--- src/rtl/core/bfc_ram.sv ---
// ============================================================================
// bfc_ram
// Generic single-write, single-read synchronous RAM with registered read
// data. Contents are not reset.
// ============================================================================
module bfc_ram #(
    parameter int WIDTH = 2,
    parameter int DEPTH = 64
) (
    input  logic                                      clk,
    input  logic                                      wr_en,
    input  logic [((DEPTH > 1) ? $clog2(DEPTH) : 1)-1:0] wr_addr,
    input  logic [WIDTH-1:0]                          wr_data,
    input  logic [((DEPTH > 1) ? $clog2(DEPTH) : 1)-1:0] rd_addr,
    output logic [WIDTH-1:0]                          rd_data
);

    logic [WIDTH-1:0] mem [DEPTH];

    // Write port
    always_ff @(posedge clk)
    begin
        if (wr_en)
        begin
            mem[wr_addr] <= wr_data;
        end
    end

    // Registered read port
    always_ff @(posedge clk)
    begin
        rd_data <= mem[rd_addr];
    end

endmodule

--- config.mk ---
export PLATFORM = sky130hd
export DESIGN_NAME = bfc_ram
export DESIGN_NICKNAME = d
export VERILOG_FILES = /design/src/rtl/core/bfc_ram.sv
export SDC_FILE = /design/constraint.sdc
export NUM_CORES = 1
export LEC_CHECK = 0
export ABC_AREA = 1
export BUFFER_PORTS_ARGS = -buffer_cell sky130_fd_sc_hd__buf_2
export CAP_MARGIN = 20
export CORE_ASPECT_RATIO = 1.2
export CORE_MARGIN = 2
export CORE_UTILIZATION = 64
export CTS_BUF_LIST = sky130_fd_sc_hd__clkbuf_4
export CTS_CLUSTER_DIAMETER = 200
export DETAILED_ROUTE_END_ITERATION = 7
export HOLD_SLACK_MARGIN = 0.05
export PLACE_DENSITY = 0.89
export SLEW_MARGIN = 5
export SYNTH_ARGS = -nofsm -noshare
export SYNTH_HDL_FRONTEND = slang
export SYNTH_SLANG_ARGS = --single-unit
--- constraint.sdc ---
create_clock -name clk -period 2.1 [get_ports clk]
set_clock_uncertainty 0.1 [all_clocks]
set_input_delay 0.42 -clock clk [delete_from_list [all_inputs] [get_ports clk]]
set_output_delay 0.42 -clock clk [all_outputs]
set_load 0.02 [all_outputs]
; Word-level counts from Yosys, hierarchy flattened
; Memory sizes are Yosys's and may differ from the RTL's. A register that Yosys moved wholly into a read port is not among the register bits.
; Index checks and enable logic that the tools add are counted.
[word_totals]
ff_bits = 0
mem_bits_rw = 128
input_bits = 16
out_inout_bits = 2
elab_cells = 3
n_memories = 1
[op_classes]
mux = 2
[mem_list]
columns = memory, depth, width, rd, rd_ports_with_merged_regs, write_ports, line_no
row1 = mem, 64, 2, 1, 1, 1, 18  ; logic [WIDTH-1:0] mem [DEPTH];
[ops]
columns = op, count
row1 = 1-bit 2-to-1 mux, 2

; Depth between registers and ports, before layout
[depth]
ltp_word = 2
depth_mapped = 10

; Worst setup path after synthesis
; No wires, ideal clock.
[synth_timing]
kind = in2reg
startpoint = input wr_addr[2] (netlist name)
endpoint = memory mem[52][0] (enable)
arrival_time_ns = 1.195
slack_ns = 0.456
stages = 3
path_buffers = 1
cell_sequence = clkbuf_1 -> inv_1 -> nor4_1
[synth_rtl]
columns = element, line_no
row1 = start: declaration, 12  ; input logic [((DEPTH > 1) ? $clog2(DEPTH) : 1)-1:0] wr_addr,
row2 = end: declaration, 18
; Straight into the memory's write port.

; Worst setup path in the final report
[layout_timing]
startpoint = input wr_addr[1] (netlist name)
endpoint = memory mem[12][1] (enable)
; Straight into the memory's write port.

==> flow_summary.json <==
{
  "area_delta_synth_final_pct": 7.73,
  "die-area_um2": 9540,
  "dpl.hpwl_um": 7090,
  "grt-ovfl-total": 0,
  "power.share.switching_pct": 22.8,
  "start_util_pct": 65.6,
  "filler_cell_count": 528,
  "cts.htree.levels": 4,
  "category_of_the_critical_setup_timing_path": "in -> reg",
  "synth_commonest_cells": "162 x nand2_1, 128 x edfxtp_1, 115 x nand3_1",
  "run_status": "completed",
  "synth.area.top_cells": "edfxtp_1 68%, nand2_1 11%, nand3_1 10%, nor2_1 3.7%, buf_6 1.2%",
  "detailroute.via_count": 4072,
  "worst_slew_pin_slew_ps": 1050,
  "port-buffer-count": 17,
  "cts.repair.resized": 0,
  "max_freq_ghz": 0.654,
  "maximum_number_of_pins_on_one_net_before_global_route_repair": 65,
  "synth.yosys.warnings": 0,
  "worst-endpoint-arrival_ps": 1630,
  "grt_antenna_before_repair": 1,
  "rsz0062_at_grt": "no",
  "fin_crit_sh_pct": 72.8,
  "grt.total_usage_pct": 27.2,
  "cts_sinks": 130,
  "clk_root_buffer_cell": "clkbuf_4",
  "power_switching_mw": 1.05,
  "cts-buffers-inserted": 17,
  "regArea_um2": 3880,
  "wl_per_cell_um": 17.5,
  "critical_path.cell_chain": "buf_2 -> inv_1 -> nand4_1 -> nor2_1",
  "layout_min_cycle_time_ps": 1530,
  "drt-pass1-iter-count": 6,
  "finalWeightedCongestion": 0.918,
  "num_io_pins": 18,
  "sort_of_element_at_the_start_of_the_critical_path": "input port",
  "ir_worst_vdd_mv": 0.447,
  "clkSlewWorstSetupHoldPaths_ps": 100,
  "total_setup_violations_reported_at_the_end_of_the_flow": 0,
  "power.share.sequential_pct": 62.3,
  "synth_top_cell_by_area": "edfxtp_1",
  "finalMaxSlewViolations": 0,
  "crit_path_end_kind": "flip-flop",
  "drive_gt1_share_pct": 10.2,
  "ffs_w_async_s_r_synth_pct": 0,
  "final.setup.tns_ps": 0,
  "floorplan.core_area_um2": 8560,
  "detail-route-antenna-nets": 0,
  "syn_nets": 536,
  "p_leak_nw": 2.19,
  "register_bit_total_from_synthesis": 130,
  "grt_first_pass_wirelength_um": 18500,
  "yosysMostFrequentCell": "nand2_1",
  "site_rows": 37,
  "drt_first_iter_violations": 516,
  "first_global_vias": 3924,
  "cp_data_required_time_ps": 2200,
  "clock_path_buffers": 2,
  "p_int_mw": 3.56,
  "hold_path_class": "in -> reg",
  "clkLatencyLatePin_ps": 530,
  "cp_slowest_stage_delay_ps": 480,
  "ys_seq_area_share_pct": 69.2,
  "post_synth_instance_area_um2": 5610,
  "share_of_the_synthesized_area_in_the_top_cell_type_pct": 68.5,
  "synth_edf_count": 128,
  "die_h_um": 107,
  "library_cell_contributing_the_largest_single_delay_on_the_critical_path": "nand4_1",
  "ys_dominant_reg_cell": "edfxtp_1",
  "cts_tree": "built",
  "synth_area_per_cell_um2": 10.8,
  "die_width_um": 89.5,
  "power.share.clock_pct": 29.7,
  "multiInputGateArea_um2": 1500,
  "netlist_instances": 520,
  "combinational_group_share_of_total_power_pct": 8.0,
  "max_cap_violations": 0,
  "drt-vias-per-instance": 6.03,
  "finalWirelength_um": 11800,
  "slew-limit-headroom_pct": 30.2,
  "drc": 0,
  "hold_viol": 0,
  "power_density_nw_per_um2": 762,
  "ys_types": 13,
  "whs_ps": 175,
  "count_of_nets_after_finishing": 560,
  "cp_max_fo": 9
}
## placed cells by master (no fill, tap or decap), drive strengths merged
cell type / Yosys / layout
clkbuf: 4 / 20
nand2: 162 / 162
dlygate4sd3: 0 / 1
diode: 0 / 1
clkinv: 0 / 11
bufinv: 0 / 1
nor2: 56 / 56
edfxtp: 128 / 128
dfxtp: 2 / 2
nand4: 9 / 9
inv: 12 / 12
buf: 24 / 32
nor4: 8 / 8
nand3: 115 / 115
## stage by stage
stage | total power, mW | setup WS, ps | instances | utilization, % | cell area, um2
after floorplan | 3.16 | 456 | 520 | - | 5610
after detailed placement | 3.29 | 70.0 | 641 | 67.8 | 5810
after CTS | 4.61 | 540 | 674 | 70.6 | 6050
final | 4.61 | 571 | 675 | 70.6 | 6050
after global routing | 4.77 | 498 | 675 | 70.6 | 6050
after global placement | 3.27 | 207 | 641 | 67.8 | 5810
## flip-flops by register name, summed over array words and instances, names as in the netlist
name	count
mem	128
rd_data	2
## kinds of logic (layout without fill, tap and decap cells)
logic type,count (synthesis),after routing,share of synthesized area (%)
flops,130,130,69.2
other cells,0,1,0
buf+inv,40,77,4.10
simple gates,350,350,26.7
## timing repair
item | CTS | global route
hold buffers | 1 | 0
hold endpoints to repair | 2 | 0
setup buffers | 0 | 0
## worst max-delay path: cells and delay by family
| family | cells | cell delay, ps |
|---|---|---|
| and+or+nand+nor | 2 | 850 |
| buffers and inverters | 2 | 360 |
## worst paths after layout
| path | start | to | slack, ps | cells past startpoint |
|---|---|---|---|---|
| worst max-delay path | wr_addr[1] | mem[12][1] | 570 | 4 |
| worst min-delay path | rd_addr[4] | rd_data[0] | 170 | 4 |
| worst min register to register | mem[30][0] | rd_data[0] | 740 | 8 |
| worst max register to register | mem[3][0] | rd_data[0] | 800 | 8 |
## layout make-up
cell class | count | share of cell area [%]
diodes | 1 | 0.0414
clock buffers | 20 | 2.48
clock inverters | 12 | 1.24
inverters | 12 | 0.745
multi-input cells | 350 | 24.8
flip-flops and latches | 130 | 64.2
well taps | 117 | 2.42
repair buffers | 33 | 4.05
## power by group through the flow
stage / Sequential [mW] / Clock, mW / Combinational, mW
3_5_place_dp: 2.93 / 0 / 0.355
6_report: 2.87 / 1.37 / 0.368
3_3_place_gp: 2.93 / 0 / 0.339
4_1_cts: 2.87 / 1.38 / 0.360
5_1_grt: 2.88 / 1.49 / 0.401
2_1_floorplan: 2.94 / 0 / 0.223
## per-layer routing
metal / GRT usage, % / vias up / share of wire, %
li1: - / 1887 / -
met2: 42.3 / 272 / 51
met4: 16.0 / 0 / 4.2
met5: 0 / - / 0
met1: 32.4 / 1866 / 34
met3: 9.31 / 47 / 11
(Power assumes the default switching activity.)
